$ cat src/design/tdf_pkg.sv
// Shared constants and types for the trial-division factorizer.
package tdf_pkg;

  localparam int VALUE_WIDTH_DEF = 32;

  // Sequencer states, one-hot
  typedef enum logic [3:0] {
    ST_IDLE = 4'b0001,
    ST_TWO  = 4'b0010,
    ST_DIV  = 4'b0100,
    ST_TEST = 4'b1000
  } tdf_state_t;

endpackage

$ cat src/design/trial_division_factorizer_top.sv
// The result for 0, 1 or a factor of two is formed in ST_TWO and registered once the output
// register is free. Each odd trial divisor costs one pass of the shared bit-serial divider.
// The worst case is a prime near 2^VALUE_WIDTH; one item is in work at a time.
// Synchronous active-low reset clears the sequencer, divider control and output valid.
// The next item is taken while the last result still waits in the output register.
module trial_division_factorizer_top #(
  parameter int VALUE_WIDTH = tdf_pkg::VALUE_WIDTH_DEF
) (
  input  logic                   clk,
  input  logic                   rst_n,
  input  logic                   in_valid,
  output logic                   in_ready,
  input  logic [VALUE_WIDTH-1:0] in_value,
  output logic                   out_valid,
  input  logic                   out_ready,
  output logic [VALUE_WIDTH-1:0] out_factor,
  output logic                   out_last,
  output logic                   out_no_factors
);

  import tdf_pkg::*;

  tdf_state_t             state_r, state_nxt;
  logic [VALUE_WIDTH-1:0] n_r, n_nxt;
  logic [VALUE_WIDTH-1:0] d_r, d_nxt;
  logic                   out_valid_r, out_valid_nxt;
  logic [VALUE_WIDTH-1:0] factor_r, factor_nxt;
  logic                   last_r, last_nxt;
  logic                   none_r, none_nxt;
  logic                   slot_free;
  logic                   div_start;
  logic                   div_done;
  logic [VALUE_WIDTH-1:0] div_quo;
  logic [VALUE_WIDTH-1:0] div_rem;

  tdf_div #(.VALUE_WIDTH(VALUE_WIDTH)) u_div (
    .clk       (clk),
    .rst_n     (rst_n),
    .start     (div_start),
    .dividend  (n_nxt),
    .divisor   (d_nxt),
    .done      (div_done),
    .quotient  (div_quo),
    .remainder (div_rem)
  );

  // Output register can take a new item this cycle
  assign slot_free = !out_valid_r || out_ready;

  // Sequencer
  always_comb begin
    state_nxt     = state_r;
    n_nxt         = n_r;
    d_nxt         = d_r;
    out_valid_nxt = out_valid_r && !out_ready;
    factor_nxt    = factor_r;
    last_nxt      = last_r;
    none_nxt      = none_r;
    div_start     = 1'b0;
    in_ready      = 1'b0;
    case (state_r)
      ST_IDLE: begin
        in_ready = 1'b1;
        if (in_valid) begin
          n_nxt     = in_value;
          state_nxt = ST_TWO;
        end
      end
      ST_TWO: begin
        if (n_r < VALUE_WIDTH'(2)) begin
          // zero or one: single marker item
          if (slot_free) begin
            out_valid_nxt = 1'b1;
            factor_nxt    = '0;
            last_nxt      = 1'b1;
            none_nxt      = 1'b1;
            state_nxt     = ST_IDLE;
          end
        end else if (!n_r[0]) begin
          // strip a factor of two
          if (slot_free) begin
            out_valid_nxt = 1'b1;
            factor_nxt    = VALUE_WIDTH'(2);
            last_nxt      = (n_r == VALUE_WIDTH'(2));
            none_nxt      = 1'b0;
            n_nxt         = n_r >> 1;
            if (n_r == VALUE_WIDTH'(2)) begin
              state_nxt = ST_IDLE;
            end
          end
        end else begin
          d_nxt     = VALUE_WIDTH'(3);
          div_start = 1'b1;
          state_nxt = ST_DIV;
        end
      end
      ST_DIV: begin
        if (div_done) begin
          state_nxt = ST_TEST;
        end
      end
      ST_TEST: begin
        if (div_quo < d_r) begin
          // d*d > n: what remains is prime
          if (slot_free) begin
            out_valid_nxt = 1'b1;
            factor_nxt    = n_r;
            last_nxt      = 1'b1;
            none_nxt      = 1'b0;
            state_nxt     = ST_IDLE;
          end
        end else if (div_rem == '0) begin
          // d divides n: emit it and retry the same d
          if (slot_free) begin
            out_valid_nxt = 1'b1;
            factor_nxt    = d_r;
            last_nxt      = 1'b0;
            none_nxt      = 1'b0;
            n_nxt         = div_quo;
            div_start     = 1'b1;
            state_nxt     = ST_DIV;
          end
        end else begin
          d_nxt     = d_r + VALUE_WIDTH'(2);
          div_start = 1'b1;
          state_nxt = ST_DIV;
        end
      end
      default: begin
        state_nxt = ST_IDLE;
      end
    endcase
  end

  // Control state
  always_ff @(posedge clk) begin
    if (!rst_n) begin
      state_r     <= ST_IDLE;
      out_valid_r <= 1'b0;
    end else begin
      state_r     <= state_nxt;
      out_valid_r <= out_valid_nxt;
    end
  end

  // Payload
  always_ff @(posedge clk) begin
    n_r      <= n_nxt;
    d_r      <= d_nxt;
    factor_r <= factor_nxt;
    last_r   <= last_nxt;
    none_r   <= none_nxt;
  end

  assign out_valid      = out_valid_r;
  assign out_factor     = factor_r;
  assign out_last       = last_r;
  assign out_no_factors = none_r;

endmodule

$ cat src/design/tdf_div.sv
// Shared restoring divider: one quotient bit per cycle.
module tdf_div #(
  parameter int VALUE_WIDTH = 32
) (
  input  logic                   clk,
  input  logic                   rst_n,
  input  logic                   start,
  input  logic [VALUE_WIDTH-1:0] dividend,
  input  logic [VALUE_WIDTH-1:0] divisor,
  output logic                   done,
  output logic [VALUE_WIDTH-1:0] quotient,
  output logic [VALUE_WIDTH-1:0] remainder
);

  localparam int CW = $clog2(VALUE_WIDTH + 1);

  logic                   busy_r, busy_nxt;
  logic                   done_r, done_nxt;
  logic [CW-1:0]          cnt_r, cnt_nxt;
  logic [VALUE_WIDTH-1:0] rem_r, rem_nxt;
  logic [VALUE_WIDTH-1:0] quo_r, quo_nxt;
  logic [VALUE_WIDTH-1:0] dsr_r, dsr_nxt;
  logic [VALUE_WIDTH:0]   shifted;
  logic [VALUE_WIDTH:0]   diff;

  // One shift-and-subtract step; the partial remainder stays below the divisor
  assign shifted = {rem_r, quo_r[VALUE_WIDTH-1]};
  assign diff    = shifted - {1'b0, dsr_r};

  always_comb begin
    busy_nxt = busy_r;
    done_nxt = 1'b0;
    cnt_nxt  = cnt_r;
    rem_nxt  = rem_r;
    quo_nxt  = quo_r;
    dsr_nxt  = dsr_r;
    if (start) begin
      busy_nxt = 1'b1;
      cnt_nxt  = CW'(VALUE_WIDTH);
      rem_nxt  = '0;
      quo_nxt  = dividend;
      dsr_nxt  = divisor;
    end else if (busy_r) begin
      if (!diff[VALUE_WIDTH]) begin
        rem_nxt = diff[VALUE_WIDTH-1:0];
        quo_nxt = {quo_r[VALUE_WIDTH-2:0], 1'b1};
      end else begin
        rem_nxt = shifted[VALUE_WIDTH-1:0];
        quo_nxt = {quo_r[VALUE_WIDTH-2:0], 1'b0};
      end
      cnt_nxt = cnt_r - CW'(1);
      if (cnt_r == CW'(1)) begin
        busy_nxt = 1'b0;
        done_nxt = 1'b1;
      end
    end
  end

  // Control state
  always_ff @(posedge clk) begin
    if (!rst_n) begin
      busy_r <= 1'b0;
      done_r <= 1'b0;
      cnt_r  <= '0;
    end else begin
      busy_r <= busy_nxt;
      done_r <= done_nxt;
      cnt_r  <= cnt_nxt;
    end
  end

  // Datapath
  always_ff @(posedge clk) begin
    rem_r <= rem_nxt;
    quo_r <= quo_nxt;
    dsr_r <= dsr_nxt;
  end

  assign done      = done_r;
  assign quotient  = quo_r;
  assign remainder = rem_r;

endmodule

$ cat config.mk
export PLATFORM = sky130hd
export DESIGN_NAME = trial_division_factorizer_top
export DESIGN_NICKNAME = d
export VERILOG_FILES = /design/src/design/tdf_pkg.sv /design/src/design/trial_division_factorizer_top.sv /design/src/design/tdf_div.sv
export SDC_FILE = /design/constraint.sdc
export NUM_CORES = 1
export LEC_CHECK = 0
export BUFFER_PORTS_ARGS = -buffer_cell sky130_fd_sc_hd__buf_2
export CORE_MARGIN = 1.5
export CORE_UTILIZATION = 35
export CTS_CLUSTER_SIZE = 24
export DETAILED_ROUTE_END_ITERATION = 6
export SYNTH_ARGS = -nofsm -noshare
export SYNTH_HDL_FRONTEND = slang
export SYNTH_SLANG_ARGS = --single-unit
$ cat constraint.sdc
create_clock -name clk -period 4.6 [get_ports clk]
set_input_delay 0.92 -clock clk [delete_from_list [all_inputs] [get_ports clk]]
set_output_delay 0.92 -clock clk [all_outputs]
set_load 0.02 [all_outputs]
# --- Yosys cells after proc, flatten, opt, wreduce, memory -nomap -nowiden ---
# Index checks and enable logic that the tools add are counted.
# W data, S select, Z words.
op_classes:
  reduce_logical: 13
  div_mod_pow: 0
  n_shift: 0
  n_eq_ne: 19
  n_mux: 71
  n_mul: 0
  order_cmp: 2
  n_bitwise: 2
  addsub: 3
op_table:
  columns: ["op", "count"]
  rows:
  - ["$mux W32", 22]
  - ["$pmux W32 S2", 2]
  - ["$pmux W32 S3", 1]
  - ["$mux W4", 10]
  - ["$sub A33 B32 Y33", 1]
  - ["$add A32 B2 Y32 const B", 1]
  - ["$eq A32 B2 Y1 const B", 1]
  - ["$logic_not A32 Y1", 1]
  - ["$lt A32 B2 Y1 const B", 1]
  - ["$lt A32 B32 Y1", 1]
  - ["$mux W1", 29]
  - ["$ne A3 B3 Y1 const B", 7]
  - ["$pmux W4 S4", 1]
  - ["$mux W6", 2]
  - ["$ne A4 B4 Y1 const B", 3]
  - ["$reduce_and A5 Y1", 2]
  - ["$pmux W1 S2", 4]
  - ["$eq A6 B1 Y1 const B", 1]
  - ["$reduce_and A6 Y1", 1]
  - ["$sub A6 B1 Y6 const B", 1]
  - ["$eq A4 B1 Y1 const B", 1]
  - ["$eq A4 B2 Y1 const B", 1]
  - ["$eq A4 B3 Y1 const B", 1]
  - ["$eq A4 B4 Y1 const B", 1]
  - ["other kinds (10)", 14]
word_totals:
  mem_count: 0
  inputBits: 36
  ramBits: 0
  regBits: 207
  rom_bits: 0
  word_cells: 124
  latch_bits: 0

# --- Depth between registers and ports, before layout ---
# Gate-level depths: netlist (run 1).
logic_depth:
  depth_word: 7
  depth_mapped: 13
  mapped_depth_nobuf: 12

# --- Modules after synthesis ---
# A second synthesis (run 1) with hierarchy kept.
unflattened:
  cells_unflattened: 1344
  area_unflattened_um2: 12475.7
by_module_without_submodules:
  columns: ["mod", "area_each_um2", "cells_each", "seq_area_each_um2", "instances"]
  rows:
  - ["trial_division_factorizer_top", 6508.7, 772, 2402.3, 1]
  - ["tdf_div", 5967.0, 572, 2722.6, 1]

# --- Least setup slack after synthesis (run 1) ---
# OpenSTA, ideal clock, no wires.
synth_path:
  kind: "register -> register"
  from: "register d_r[19]"
  to: "register factor_r[0] (netlist: out_factor[0]), enable pin"
  path_slack_ps: 776
  required_time_ps: 4179
  path_buffers: 0
  stages_incl_launch_ff: 12
  setup_time_ps: 421
  arrival_time_ps: 3403
  path_cell_list: "dfxtp_1 inv_1 ha_1 a21oi_1 o21ai_0 a221oi_1 o211ai_1 nor2_1 nor2_1 nand2_1 nand3_1 nor2_1"
synth_via:
  elab_chain_cells: 3
  elab_cells_between_ends: 4
  classes_between: "order compare (1); eq/ne (2); reduce/logical (1)"
synth_rtl:
  columns: ["element", "line_no", "rtl"]
  rows:
  - ["from (decl)", "trial_division_factorizer_top.sv:25", "logic [VALUE_WIDTH-1:0] d_r, d_nxt;"]
  - ["from (signal assigned)", "trial_division_factorizer_top.sv:149", "d_r <= d_nxt;"]
  - ["$lt A32 B32 Y1 (*)", "trial_division_factorizer_top.sv:103", "if (div_quo < d_r) begin"]
  - ["$ne A3 B3 Y1 (no line)", null, null]
  - ["$reduce_and A6 Y1 (no line) (*)", null, null]
  - ["to (signal assigned)", "trial_division_factorizer_top.sv:150", "factor_r <= factor_nxt;"]
  - ["to (decl)", "trial_division_factorizer_top.sv:27", "logic [VALUE_WIDTH-1:0] factor_r, factor_nxt;"]
# Every way passes the cells marked *; elsewhere a longest branch is shown, timed or not.
# A chain may end at the register's enable or synchronous reset.

# --- Worst setup path after layout (run 1) ---
layout_path:
  from: "register u_div.quo_r[31] (netlist: u_div.quotient[31])"
  to: "register u_div.dsr_r[22] (data pin)"
layout_via:
  elab_chain_cells: 3
layout_rtl:
  columns: ["element", "line_no", "rtl"]
  rows:
  - ["from (decl)", "tdf_div.sv:21", "logic [VALUE_WIDTH-1:0] quo_r, quo_nxt;"]
  - ["from (signal assigned)", "tdf_div.sv:75", "quo_r <= quo_nxt;"]
  - ["$lt A32 B32 Y1", "trial_division_factorizer_top.sv:103", null]
  - ["$mux W32", "trial_division_factorizer_top.sv:103", null]
  - ["$pmux W32 S2", "trial_division_factorizer_top.sv:61", "case (state_r)"]
  - ["via d_nxt[22]", "trial_division_factorizer_top.sv:25", null]
  - ["to (signal assigned)", "tdf_div.sv:76", "dsr_r <= dsr_nxt;"]
  - ["to (decl)", "tdf_div.sv:22", "logic [VALUE_WIDTH-1:0] dsr_r, dsr_nxt;"]
# The timed path passes the listed nets, and every way through them passes these cells.

==> metrics, run 1 <==
result of the run completed; part of the Yosys area used for sequential elements 43.57%; Setup TNS Final 0 ns; DRT Wirelength 32,900 microns; worst min path class flop to flop; Min Clock Period, post-route 4.193 ns; Max rail drop VDD 0.0003210 V; Final Cell Area 13,390 sq um; max frequency 238.5 MHz; hold-fix buffers at CTS 0; number of setup buffers added after CTS 0; share of layout cells above drive strength 1 12.72%; count of different cell masters after synthesis 69; Internal Power 4.817 mW; global-route wire length before repair 52,540 microns; cell area reported after detailed placement 12,580 sq um; Overall Global Routing Usage 18.48%; remaining design rule violation count 0; ranking of synthesized cells by area edfxtp_1 (25%), dfxtp_1 (19%), ha_1 (7.0%), a21oi_1 (4.9%), nor2_1 (4.1%); cell at the root of the clock tree clkbuf_16; placed wire-length estimate after detailed placement 23,600 microns; post-CTS resize count 0; asr flop ratio synth 0%; pin count of the biggest net entering global routing 63; min setup slack post-route 0.4066 ns; routed vias/inst 5.586; total number of vias 9,976; required arrival time at the worst endpoint 4.89 ns; area fraction in compound gates after synthesis 22.30%; layout-stage area growth over the synthesis result 13.82%; area enclosed by the die boundary 34,720 sq um; Post-Place Setup Slack 0.5769 ns; Synth Area in Adders 7.190%; largest area contributor in the synthesized netlist edfxtp_1; Worst-Margin Slew 1.322 ns; nets@finish 1,429; dominant combinational cell family by area after synthesis compound AO/OA/AOI/OAI gates; die span in y 186.3 microns; total power per unit cell area 599.6 nW/um^2; quantity of I/O buffers inserted on ports 71; net switching fraction of the power 39.99%; Overflow after GRT 0; clock skew after layout 0.01069 ns; Syn Inst Count 1,276; Core Area 32,780 sq um; clock sink count 207; DRT iter0 DRCs 830; most frequent cells in the layout nor2_1 (126), a21oi_1 (114), dfxtp_1 (108); Post-Synthesis Net Count 1,379; Setup violations, final 0; vias in the first global route 9,483; number of max-slew violations in the final report 0; number of max-cap violations 0; capturing element type of the critical path flop; Static Leak 5.196 nW; routed length per instance 18.42 microns; Worst-Skew Late Latency 0.52 ns; share of synthesized cell area in and, or, nand and nor gates 14.83%; most instantiated flip-flop cell in the synthesis netlist dfxtp_1; number of core rows 66; Antenna Violating Nets Remaining 0; maximum root-to-sink buffer count 3; fraction of power consumed by combinational cells 40.2%; effective utilization at floorplan 35.88%; startpoint-to-endpoint class of the critical path flop to flop; worst max-slew margin expressed relative to the limit 11.64%; Die Wd 186.3 microns; final RePlAce weighted congestion 0.8907; CP Max Fanout 11; power share of the sequential group 35.4%; mean area per synthesized cell 9.219 sq um; post-synthesis sequential element count 207; number of warnings issued by yosys 0; total number of H-tree levels 1; leading cell type in the layout, fill and taps excluded nor2_1; Worst EP arrival 4.49 ns; Antenna Cells 0; number of synthesized flops with an enable pin 98; clock power share 24.4%; CTS Buf Count 24; share of the synthesized area in the top cell type 25.02%; CTS tree built; setup repair after global routing missed its margin false; net switching power 3.211 mW; Pre-antenna DRT Iters 5; Final period util 91.16%; multiplexer fraction of the synthesized cell area 4.499%; combined area of all synthesized cells 11,760 sq um; Hold Violations, Final 0; I/O pin total 72; Power, Total 8.028 mW; clock slew seen by the registers of the worst setup and hold paths 0.06 ns; initial antenna violation count 0; XOR/XNOR share of the synthesized area 2.457%; Setup crit start kind flop
per-layer routing:
layer,up-vias,part of all wire [%],GRT usage (%)
met5,-,0,0
met2,324,47,30.58
met3,46,5.4,2.031
met4,0,1.9,4.409
met1,4759,46,25.78
li1,4847,-,-
cell type report:
type                       count  area, sq um
clock buffer                  30        675.6
clock inverter                14        132.6
fill                        3286        19390
inverter                      82        309.0
multi-input combinational    919         6067
sequential                   207         5126
tap                          442        553.0
timing repair buffer          92        525.5
power by group through the flow:
stage / clock, mW / sequential [mW] / combinational [mW]
finish: 1.96 / 2.84 / 3.23
global route: 2.07 / 2.89 / 3.58
CTS: 2.00 / 2.83 / 3.22
detailed placement: 0 / 2.87 / 3.20
global placement: 0 / 2.87 / 3.16
floorplan: 0 / 2.72 / 2.50
kinds of logic after synthesis:
group / Yosys count
AOI/OAI and AO/OA: 394
and+or+nand+nor: 377
DFF: 207
buffers and inverters: 150
adders and majority gates: 67
muxes: 51
xor gates and xnor gates: 30
synthesized netlist by cell type, types with 8 or more instances:
| library cell | n |
|---|---|
| nor2_1 | 128 |
| a21oi_1 | 114 |
| dfxtp_1 | 109 |
| nand2_1 | 107 |
| edfxtp_1 | 98 |
| o21ai_0 | 84 |
| inv_1 | 82 |
| ha_1 | 66 |
| clkbuf_1 | 43 |
| a31oi_1 | 40 |
| mux2i_1 | 36 |
| nand3_1 | 28 |
| nor3_1 | 26 |
| buf_2 | 23 |
| nor4_1 | 18 |
| xnor2_1 | 18 |
| a221o_1 | 16 |
| a222oi_1 | 15 |
| a22o_1 | 15 |
| mux2_2 | 15 |
| nand4_1 | 14 |
| nand2b_1 | 13 |
| o211ai_1 | 13 |
| o31ai_1 | 11 |
| a211oi_1 | 10 |
| xor2_1 | 10 |
| a21o_1 | 8 |
per-stage QoR:
| stage | hold WS (ns) | utilization (%) | cells |
|---|---|---|---|
| after floorplan | 0.4426 | - | 1276 |
| after global placement | 0.4748 | 38.37 | 1742 |
| after detailed placement | 0.4841 | 38.37 | 1742 |
| after CTS | 0.4914 | 40.84 | 1786 |
| after global routing | 0.5224 | 40.84 | 1786 |
| final | 0.4902 | 40.84 | 1786 |
path summary, 6_finish.rpt:
path | depth (start not counted) | slack, ns | to | start
setup reg to reg | 9 | 0.41 | u_div.dsr_r[22] | u_div.quotient[31]
setup / recovery | 9 | 0.41 | u_div.dsr_r[22] | u_div.quotient[31]
hold reg to reg | 2 | 0.49 | u_div.cnt_r[0] | u_div.cnt_r[0]
hold / removal | 2 | 0.49 | u_div.cnt_r[0] | u_div.cnt_r[0]
registers in the layout, indices dropped and copies added, names as in the netlist:
name	count
u_div.quotient	32
n_r	32
out_last	1
d_r	32
u_div.cnt_r	6
u_div.remainder	32
out_valid	1
out_factor	32
u_div.busy_r	1
out_no_factors	1
u_div.done	1
u_div.dsr_r	32
state_r	4
worst max-delay path, cell delays in order (launching register included):
cell       delay [ns]
edfxtp_1         0.48
ha_1             0.35
nand4_1          0.16
nor3_1           0.31
nand2b_1         0.13
nor4_2           0.52
o2111ai_1        0.46
nor2_1           0.87
nand2_1          0.24
o21ai_0          0.43
Power figures use the tool's default switching activity.
==> run 2: changes to the inputs <==
--- a/config.mk
+++ b/config.mk
@@ -7,4 +7,5 @@
 export LEC_CHECK = 0
 export BUFFER_PORTS_ARGS = -buffer_cell sky130_fd_sc_hd__buf_2
+export CAP_MARGIN = 5
 export CORE_MARGIN = 1.5
 export CORE_UTILIZATION = 35
==> constraint.sdc (replaced) <==
create_clock -name clk -period 4.6 [get_ports clk]
set_input_delay 0.23 -clock clk [delete_from_list [all_inputs] [get_ports clk]]
set_output_delay 0.23 -clock clk [all_outputs]
set_load 0.02 [all_outputs]
==> run 2 against run 1 <==
Cell area grew 1.8%. Flip-flop and latch count is the same. Combinational power is essentially flat. Wire length shrank 0.27%. Critical path type unchanged. Largest cell class unchanged. Highest routed layer unchanged.
==> metrics, run 2 (synthesized netlist as in run 1, its figures left out) <==
number of setup buffers added after CTS 0 (unchanged); Core Area 32,780 sq um (unchanged); worst max-slew margin expressed relative to the limit 37.90% (was 11.64%); Post-Place Cells 1,742 (unchanged); die span in y 186.3 microns (unchanged); nets@finish 1,447 (was 1,429); clock sink count 207 (unchanged); global-route wire length before repair 52,310 microns (was 52,540 microns); total number of vias 10,060 (was 9,976); leading cell type in the layout, fill and taps excluded nor2_1 (unchanged); worst-case reg-to-reg path depth 9 (unchanged); required arrival time at the worst endpoint 4.91 ns (was 4.89 ns); capturing element type of the critical path flop (unchanged); DRT Wirelength 32,810 microns (was 32,900 microns); vias in the first global route 9,603 (was 9,483); result of the run completed (unchanged); share of layout cells above drive strength 1 12.56% (was 12.72%); pin count of the biggest net entering global routing 63 (unchanged); number of max-cap violations 0 (unchanged); Setup crit start kind flop (unchanged); most frequent cells in the layout nor2_1 (126), a21oi_1 (114), dfxtp_1 (108) (unchanged); Die Wd 186.3 microns (unchanged); startpoint-to-endpoint class of the critical path flop to flop (unchanged); cell area reported after detailed placement 12,580 sq um (unchanged); Critical R2R Launch u_div.quotient[31] (unchanged); number of core rows 66 (unchanged); Util after Layout 41.57% (was 40.84%); CP Max Fanout 11 (unchanged); Worst R2R End u_div.dsr_r[22] (unchanged); clock skew after layout 0.02307 ns (was 0.01069 ns); Pre-antenna DRT Iters 5 (unchanged); Reg2Reg Setup Slack 0.48 ns (was 0.41 ns); DRT iter0 DRCs 835 (was 830); Worst-Margin Slew 0.9287 ns (was 1.322 ns); I/O pin total 72 (unchanged); total power per unit cell area 600.0 nW/um^2 (was 599.6 nW/um^2); placed wire-length estimate after detailed placement 23,550 microns (was 23,600 microns); CTS tree built (unchanged); initial antenna violation count 0 (unchanged); Antenna Cells 0 (unchanged); Final period util 89.63% (was 91.16%); remaining design rule violation count 0 (unchanged); number of max-slew violations in the final report 0 (unchanged); area enclosed by the die boundary 34,720 sq um (unchanged); hold-critical path endpoint n_r[20] (was u_div.cnt_r[0]); Worst-Skew Late Latency 0.53 ns (was 0.52 ns); Overflow after GRT 0 (unchanged); Worst Hold Depth 3 (was 2); Max rail drop VDD 0.0003595 V (was 0.0003210 V); non-filler instance count after layout 1,804 (was 1,786); Setup violations, final 0 (unchanged); quantity of I/O buffers inserted on ports 71 (unchanged); Overall Global Routing Usage 18.36% (was 18.48%); maximum root-to-sink buffer count 3 (unchanged); layout-stage area growth over the synthesis result 15.86% (was 13.82%); effective utilization at floorplan 35.88% (unchanged); final RePlAce weighted congestion 0.8940 (was 0.8907); clock slew seen by the registers of the worst setup and hold paths 0.07 ns (was 0.06 ns); Static Leak 5.296 nW (was 5.196 nW); routed length per instance 18.19 microns (was 18.42 microns); total number of H-tree levels 1 (unchanged); Hold Path Origin in_value[20] (was u_div.cnt_r[0]); Worst EP arrival 4.43 ns (was 4.49 ns); routed vias/inst 5.575 (was 5.586); Antenna Violating Nets Remaining 0 (unchanged); Final Cell Area 13,630 sq um (was 13,390 sq um); Setup TNS Final 0 ns (unchanged); Min Clock Period, post-route 4.123 ns (was 4.193 ns); setup repair after global routing missed its margin false (unchanged); Hold Violations, Final 0 (unchanged); worst min path class primary input to flop (was flop to flop); CTS Buf Count 24 (unchanged); cell at the root of the clock tree clkbuf_16 (unchanged); max frequency 242.6 MHz (was 238.5 MHz)
==> run 2: cell count changes in the layout (fill, tap and decap cells not counted), sizes merged <==
cell / change
clkbuf: -2
inv: -1
dlygate4sd3: +17
buf: +1
bufinv: +3
==> run 2: metrics by stage <==
stage               hold WS (ns)  total power [mW]  setup slack (ns)
finish                   0.03498             8.178            0.4771
detailed placement        0.4627             6.066            0.5319
global placement          0.4610             6.030            0.5941
floorplan                 0.3018             5.220            0.7757
global route             0.04652             8.689            0.1061
CTS                      0.02719             8.194            0.5009
==> run 2: metal layers <==
metal | part of all wire, % | up-vias | global-route usage, % | routed length (microns)
met1 | 46 | 4780 | 25.54 | 15140
met3 | 5.9 | 61 | 2.351 | 1922
met2 | 46 | 323 | 30.04 | 15100
met5 | 0 | - | 0 | 0
li1 | - | 4893 | - | -
met4 | 2.0 | 0 | 4.784 | 653
==> run 2: power by group <==
part           switching [mW]  internal, mW
sequential              0.462          2.38
combinational            1.94          1.29
clock                   0.807          1.30
==> run 2: what timing repair did <==
item                                   4_1_cts  5_1_grt
endpoints found under the hold margin       17        0
hold buffers                                17        0
resized for setup                            0        0
==> run 2: worst max-delay path, cell delays in order, from the launching register on <==
cell and delay [ns]:
edfxtp_1 0.48, ha_1 0.35, nand4_1 0.14, nor3_1 0.29, nand2b_1 0.13, nor4_2 0.53
o2111ai_1 0.47, nor2_1 0.86, nand2_1 0.25, o21ai_0 0.40
==> run 2: worst max path at each step <==
stage | end | startpoint | cells after the start
5_1_grt | u_div.dsr_r[22] | d_r[27] | 11
2_1_floorplan | out_factor[0] | d_r[19] | 11
4_1_cts | u_div.dsr_r[22] | u_div.quotient[31] | 9
3_3_place_gp | u_div.dsr_r[22] | u_div.quotient[31] | 10
3_5_place_dp | u_div.dsr_r[22] | u_div.quotient[31] | 9
6_report | u_div.dsr_r[22] | u_div.quotient[31] | 9
==> run 2: cell type report <==
| cell class | instances | area, sq um |
|---|---|---|
| timing repair buffer | 110 | 703.2 |
| clock buffer | 28 | 656.9 |
| inverter | 82 | 309.0 |
| clock inverter | 16 | 214.0 |
| tap | 442 | 553.0 |
| sequential | 207 | 5126 |
| multi-input combinational | 919 | 6067 |
| fill | 3248 | 19150 |
